<file path="src/hw/rtl/pressure_altitude_airspeed_ratio_defines.svh">
// ---------------------------------------------------------------------------
// Assertion macros for the pressure altitude and airspeed ratio block
// Immediate-consequence and next-cycle property wrappers, compiled out for
// synthesis builds.
// ---------------------------------------------------------------------------
`ifndef PRESSURE_ALTITUDE_AIRSPEED_RATIO_DEFINES_SVH
`define PRESSURE_ALTITUDE_AIRSPEED_RATIO_DEFINES_SVH

`ifndef SYNTH
`define PAAR_ASSERT_IMPL(label, clk, rst, ante, cons) \
   label: assert property (@(posedge clk) disable iff (rst) (ante) |-> (cons)) \
      else $error("paar assertion failed");
`define PAAR_ASSERT_NEXT(label, clk, rst, ante, cons) \
   label: assert property (@(posedge clk) disable iff (rst) (ante) |=> (cons)) \
      else $error("paar assertion failed");
`else
`define PAAR_ASSERT_IMPL(label, clk, rst, ante, cons)
`define PAAR_ASSERT_NEXT(label, clk, rst, ante, cons)
`endif

`endif

</file>
<file path="src/hw/rtl/paar_pkg.sv">
// ---------------------------------------------------------------------------
// paar_pkg
// Types, constants and constant tables of the pressure altitude block.
// ---------------------------------------------------------------------------
package paar_pkg;

   typedef struct packed {
      logic [16:0] pressure;
      logic        fresh;
   } req_type;

   typedef struct packed {
      logic signed [21:0] altitude_cm;
      logic               altitude_ok;
      logic [19:0]        airspeed_ratio;
   } rsp_type;

   localparam int MUL_W  = 33;
   localparam int PROD_W = 2 * MUL_W;

   // register indexes
   localparam logic [1:0] CSR_GROUND_PRESSURE = 2'd0;
   localparam logic [1:0] CSR_GROUND_TEMP     = 2'd1;
   localparam logic [1:0] CSR_ALTITUDE_OFFSET = 2'd2;

   localparam logic signed [21:0] ALT_MIN   = -22'sd2097152;
   localparam logic signed [21:0] ALT_MAX   = 22'sd2097151;
   localparam logic [19:0]        RATIO_MAX = 20'hFFFFF;
   localparam logic [22:0]        RECOMPUTE_CM = 23'd10000;

   localparam int EXPO_Q20   = 199501;
   localparam int HEIGHT_Q16 = 10082465;
   localparam int LAPSE_Q24  = 109052;
   localparam int AIR_Q16    = 230617;
   localparam int KELVIN_CC  = 27315;

   localparam logic [5:0] LOG_LAST  = 6'd15;
   localparam logic [5:0] EXP_LAST  = 6'd15;
   localparam logic [5:0] DIV_LAST  = 6'd51;
   localparam logic [5:0] SQRT_LAST = 6'd25;

   typedef logic [31:0] root_tab_type [16];

   function automatic logic [63:0] isqrt_c(input logic [63:0] v);
      logic [63:0] rem;
      logic [63:0] res;
      logic [63:0] bv;
      rem = v;
      res = '0;
      bv  = 64'h1 << 62;
      for (int k = 0; k < 32; k++) begin
         if (rem >= res + bv) begin
            rem = rem - (res + bv);
            res = (res >> 1) + bv;
         end else begin
            res = res >> 1;
         end
         bv = bv >> 2;
      end
      return res;
   endfunction

   // 2^(2^-i) in Q30 for i = 1..16, each the floor root of the one before
   function automatic root_tab_type exp_roots();
      root_tab_type r;
      logic [63:0]  a;
      a = 64'h1 << 31;
      for (int i = 0; i < 16; i++) begin
         a    = isqrt_c(a << 30);
         r[i] = a[31:0];
      end
      return r;
   endfunction

   localparam root_tab_type EXP_ROOT = exp_roots();

endpackage

</file>
<file path="src/hw/rtl/paar_mul.sv">
// ---------------------------------------------------------------------------
// paar_mul
// Shared signed multiplier with a registered product.
// ---------------------------------------------------------------------------
module paar_mul (
   input  logic                                clock,
   input  logic signed [paar_pkg::MUL_W-1:0]   mul_a,
   input  logic signed [paar_pkg::MUL_W-1:0]   mul_b,
   output logic signed [paar_pkg::PROD_W-1:0]  prod_ff
);
   import paar_pkg::*;

   logic signed [PROD_W-1:0] prod_in;

   assign prod_in = mul_a * mul_b;

   always_ff @(posedge clock) begin
      prod_ff <= prod_in;
   end

endmodule

</file>
<file path="config.mk">
export PLATFORM = sky130hd
export DESIGN_NAME = paar_mul
export DESIGN_NICKNAME = d
export VERILOG_FILES = /design/src/hw/rtl/pressure_altitude_airspeed_ratio_defines.svh /design/src/hw/rtl/paar_pkg.sv /design/src/hw/rtl/paar_mul.sv
export SDC_FILE = /design/constraint.sdc
export NUM_CORES = 2
export LEC_CHECK = 0
export BUFFER_PORTS_ARGS = -buffer_cell sky130_fd_sc_hd__buf_2
export CAP_MARGIN = 25
export CORE_MARGIN = 3
export CORE_UTILIZATION = 65
export DETAILED_ROUTE_END_ITERATION = 12
export PLACE_DENSITY = 0.95
export SYNTH_ARGS = -nofsm -noshare
export SYNTH_HDL_FRONTEND = slang
export SYNTH_SLANG_ARGS = --single-unit
export TNS_END_PERCENT = 30
</file>
<file path="constraint.sdc">
create_clock -name clock -period 21.3 [get_ports clock]
set_input_delay 1.065 -clock clock [delete_from_list [all_inputs] [get_ports clock]]
set_output_delay 1.065 -clock clock [all_outputs]
set_load 0.01 [all_outputs]
</file>
==> impl_metrics.csv <==
group,metric,value,unit
run_status,status,"completed",
floorplanning,die_h,255,um
clock_network,cts_resized,0,
floorplanning,die_x,255,um
placed_design,dp_cells,5044,
final_layout,biggestRegsByFlops,"prod_ff x66",
routing,first_iter_violations,3207,
floorplanning,core_region_area,60900,sq um
floorplanning,start_util,0.663,
setup_path,critical_path_required,21.58,ns
final_layout,top_register,"prod_ff",
clock_network,tritoncts_clock_tree,"yes",
final_layout,finish.cell_count_without_fillers,5068,
setup_path,setup.worst_path.start_class,"input port",
final_layout,fraction_of_final_layout_cells_sized_beyond_drive_strength_1,0.0413,
global_routing,grt_first_pass_wirelength,189000,um
clock_network,clkTransAtPathRegs,0.08,ns
job,cap_violations,0,
global_routing,grt_overflow_total,0,
sta,tightest_slew,1.03,ns
global_routing,grt_max_degree,34,
routing,postRouteWirelength,117000,um
routing,wire_per_inst,23.1,um
routing,dr.pass1.iters,8,
global_routing,grt.total_usage,0.386,
clock_network,htree_levels,3,
final_layout,area_of_the_multi_input_gates,34000,sq um
floorplanning,ioPinCount,133,
logic_synthesis,synth_nets,5731,
floorplanning,dieArea,65100,sq um
setup_path,cp-end-kind,"flop",
logic_synthesis,netlist_area,40400,sq um
final_layout,largest_register_ff_count,66,
global_routing,grt_pass1_vias,35400,
clock_network,cts_buffer_depth,2,
clock_network,clock-sinks,66,
placed_design,hpwl,92000,um
final_layout,syn2layout_area_growth,3.16,%
final_layout,register_area,1320,sq um
routing,post-route-drc-count,0,
clock_network,cts_buf_count,9,
global_routing,grt_antenna_before_repair,7,
setup_path,worst-setup-path-type,"in2reg",
floorplanning,core_rows,90,
sta,grt_setup_unrepaired,"false",
sta,achievable-frequency,107,MHz
setup_path,critPathArrivalTime,9.62,ns
clock_network,root_buffer,"sky130_fd_sc_hd__clkbuf_16",
sta,final_critical_path_required_period,9.34,ns
sta,finalSetupViolCount,0,
hold_path,min_path_type,"in2reg",
sta,finalHoldViolCount,0,
sta,timing.max_slew.rel_slack,0.310,
logic_synthesis,yosys_warnings,0,
sta,final-max-slew-violation-count,0,
logic_synthesis,post_synth.cell_area_avg,9.38,sq um
clock_network,postCtsSetupRepairBufs,0,
logic_synthesis,synth.lib_cells_used.distinct,61,
logic_synthesis,async_reset_ff_frac,0,
logic_synthesis,synth_enable_flop_cells,0,
sta,setup_tns,0,ns
sta,share_of_the_clock_period_used_by_the_worst_path,0.438,
clock_network,holdBufCountCts,0,
routing,drt-vias-per-instance,6.05,
placed_design,numPortBuffers,132,
placed_design,globalplace.congestion,1.01,
setup_path,worstPathMaxFanout,33,
final_layout,finish.net_count,5657,
logic_synthesis,synth_sequential_area_ratio,0.0327,
logic_synthesis,synthesis.instances,4302,
final_layout,filler_cell_count,3920,
routing,via_count,30600,
logic_synthesis,synth.ff_latch_count,66,
logic_synthesis,synth_flop_cell,"sky130_fd_sc_hd__dfxtp_1",
routing,postRouteAntennaNets,0,
-- path summary, 6_finish.rpt --
path	start	depth (start not counted)	to
worst max-delay path	mul_b[9]	24	prod_ff[62]
worst min-delay path	mul_b[0]	2	prod_ff[0]
-- cells by family after synthesis --
family,Yosys count,synth area share
xor gates and xnor gates,75,0.0163
buffers and inverters,1354,0.126
adders and majority gates,1362,0.635
and+or+nand+nor,1228,0.154
DFF,66,0.0327
AOI/OAI and AO/OA,217,0.0360
-- metrics by stage --
stage / util / setup WS, ns / hold slack (ns) / area (sq um)
2_1_floorplan: - / 13.01 / 1.19 / 40400
3_3_place_gp: 0.677 / 12.13 / 1.46 / 41200
3_5_place_dp: 0.677 / 11.80 / 1.46 / 41300
4_1_cts: 0.683 / 12.17 / 1.25 / 41600
5_1_grt: 0.683 / 11.82 / 1.30 / 41600
6_report: 0.684 / 11.96 / 1.31 / 41600
-- placed cells by master, fill, tap and decap left out, types with 3 or more instances in the layout --
master	n
sky130_fd_sc_hd__a211oi_1	5
sky130_fd_sc_hd__a211oi_2	4
sky130_fd_sc_hd__a21o_1	28
sky130_fd_sc_hd__a21oi_1	73
sky130_fd_sc_hd__a221o_1	3
sky130_fd_sc_hd__a31oi_1	9
sky130_fd_sc_hd__and2_1	562
sky130_fd_sc_hd__and3_1	7
sky130_fd_sc_hd__and4_1	7
sky130_fd_sc_hd__buf_2	132
sky130_fd_sc_hd__clkbuf_16	9
sky130_fd_sc_hd__clkinv_4	3
sky130_fd_sc_hd__dfxtp_1	66
sky130_fd_sc_hd__diode_2	7
sky130_fd_sc_hd__fa_1	1145
sky130_fd_sc_hd__ha_1	217
sky130_fd_sc_hd__inv_1	1133
sky130_fd_sc_hd__nand2_1	543
sky130_fd_sc_hd__nand2b_1	9
sky130_fd_sc_hd__nand3_1	18
sky130_fd_sc_hd__nand4_1	9
sky130_fd_sc_hd__nor2_1	47
sky130_fd_sc_hd__nor2b_1	3
sky130_fd_sc_hd__nor3_1	7
sky130_fd_sc_hd__nor4_1	5
sky130_fd_sc_hd__o211ai_1	7
sky130_fd_sc_hd__o21a_1	7
sky130_fd_sc_hd__o21ai_0	37
sky130_fd_sc_hd__o21ai_1	5
sky130_fd_sc_hd__o21ba_2	3
sky130_fd_sc_hd__o21bai_1	8
sky130_fd_sc_hd__o22ai_1	3
sky130_fd_sc_hd__or2_2	4
sky130_fd_sc_hd__xnor2_1	55
sky130_fd_sc_hd__xor2_1	20
-- routing by layer --
layer  wire length [um]  vias up  GRT usage  share of wire
met5                 71        -    0.00440        0.00061
met2              54100     2569      0.607           0.46
met4              10500        6      0.275          0.089
met3              16800      869      0.147           0.14
met1              35900    15200      0.436           0.31
li1                   -    12000          -              -
-- synth_stat cells, types with 2 or more instances --
cell	instances	area share
sky130_fd_sc_hd__a21oi_1	73	0.0091
sky130_fd_sc_hd__and2_1	562	0.087
sky130_fd_sc_hd__inv_1	1133	0.11
sky130_fd_sc_hd__xnor2_1	55	0.012
sky130_fd_sc_hd__a31oi_1	9	0.0014
sky130_fd_sc_hd__nand2_1	543	0.050
sky130_fd_sc_hd__dfxtp_1	66	0.033
sky130_fd_sc_hd__nor4_1	5	0.00077
sky130_fd_sc_hd__nand3_1	18	0.0022
sky130_fd_sc_hd__a211oi_1	5	0.00093
sky130_fd_sc_hd__a211oi_2	4	0.0012
sky130_fd_sc_hd__nand3b_1	2	0.00037
sky130_fd_sc_hd__o41ai_2	2	0.00081
sky130_fd_sc_hd__nor3_1	7	0.00087
sky130_fd_sc_hd__and3_1	7	0.0011
sky130_fd_sc_hd__clkbuf_1	220	0.020
sky130_fd_sc_hd__ha_1	217	0.067
sky130_fd_sc_hd__xor2_1	20	0.0043
sky130_fd_sc_hd__o22ai_1	3	0.00046
sky130_fd_sc_hd__o21bai_1	8	0.0015
sky130_fd_sc_hd__nand2b_1	9	0.0014
sky130_fd_sc_hd__o21ba_2	3	0.00074
sky130_fd_sc_hd__a21o_1	28	0.0052
sky130_fd_sc_hd__or2_2	4	0.00062
sky130_fd_sc_hd__a221o_1	3	0.00074
sky130_fd_sc_hd__a311o_1	2	0.00050
sky130_fd_sc_hd__o21ai_0	37	0.0046
sky130_fd_sc_hd__o21ai_1	5	0.00062
sky130_fd_sc_hd__nand4_1	9	0.0014
sky130_fd_sc_hd__fa_1	1145	0.57
sky130_fd_sc_hd__o211ai_1	7	0.0013
sky130_fd_sc_hd__o21a_1	7	0.0013
sky130_fd_sc_hd__and4_1	7	0.0015
sky130_fd_sc_hd__nor2_1	47	0.0044
sky130_fd_sc_hd__o221ai_1	2	0.00043
sky130_fd_sc_hd__nor2b_1	3	0.00046
-- worst max-delay path, stage by stage --
cell	delay, ns
sky130_fd_sc_hd__buf_2	0.73
sky130_fd_sc_hd__and2_1	0.28
sky130_fd_sc_hd__fa_1	0.43
sky130_fd_sc_hd__fa_1	0.77
sky130_fd_sc_hd__inv_1	0.13
sky130_fd_sc_hd__fa_1	0.56
sky130_fd_sc_hd__inv_1	0.06
sky130_fd_sc_hd__fa_1	0.48
sky130_fd_sc_hd__fa_1	0.81
sky130_fd_sc_hd__fa_1	0.52
sky130_fd_sc_hd__fa_1	0.50
sky130_fd_sc_hd__inv_1	0.05
sky130_fd_sc_hd__fa_1	0.49
sky130_fd_sc_hd__inv_1	0.05
sky130_fd_sc_hd__ha_1	0.42
sky130_fd_sc_hd__a21oi_1	0.32
sky130_fd_sc_hd__o21bai_1	0.12
sky130_fd_sc_hd__a21oi_1	0.24
sky130_fd_sc_hd__o21ai_0	0.13
sky130_fd_sc_hd__a311o_1	0.45
sky130_fd_sc_hd__o2bb2ai_1	0.17
sky130_fd_sc_hd__nor3_2	0.47
sky130_fd_sc_hd__o211ai_1	0.19
sky130_fd_sc_hd__xor2_1	0.17
-- area by class of cell --
type / count / area share
tap: 828 / 0.0249
clock buffer: 9 / 0.00541
timing repair buffer: 136 / 0.0175
inverter: 1133 / 0.102
multi-input combinational: 2882 / 0.815
clock inverter: 7 / 0.00246
sequential: 66 / 0.0317
antenna: 7 / 0.000421
Power is left out: the tool's default activity adds up to more than one toggle a clock period on the data nets, which glitch-free logic cannot reach.
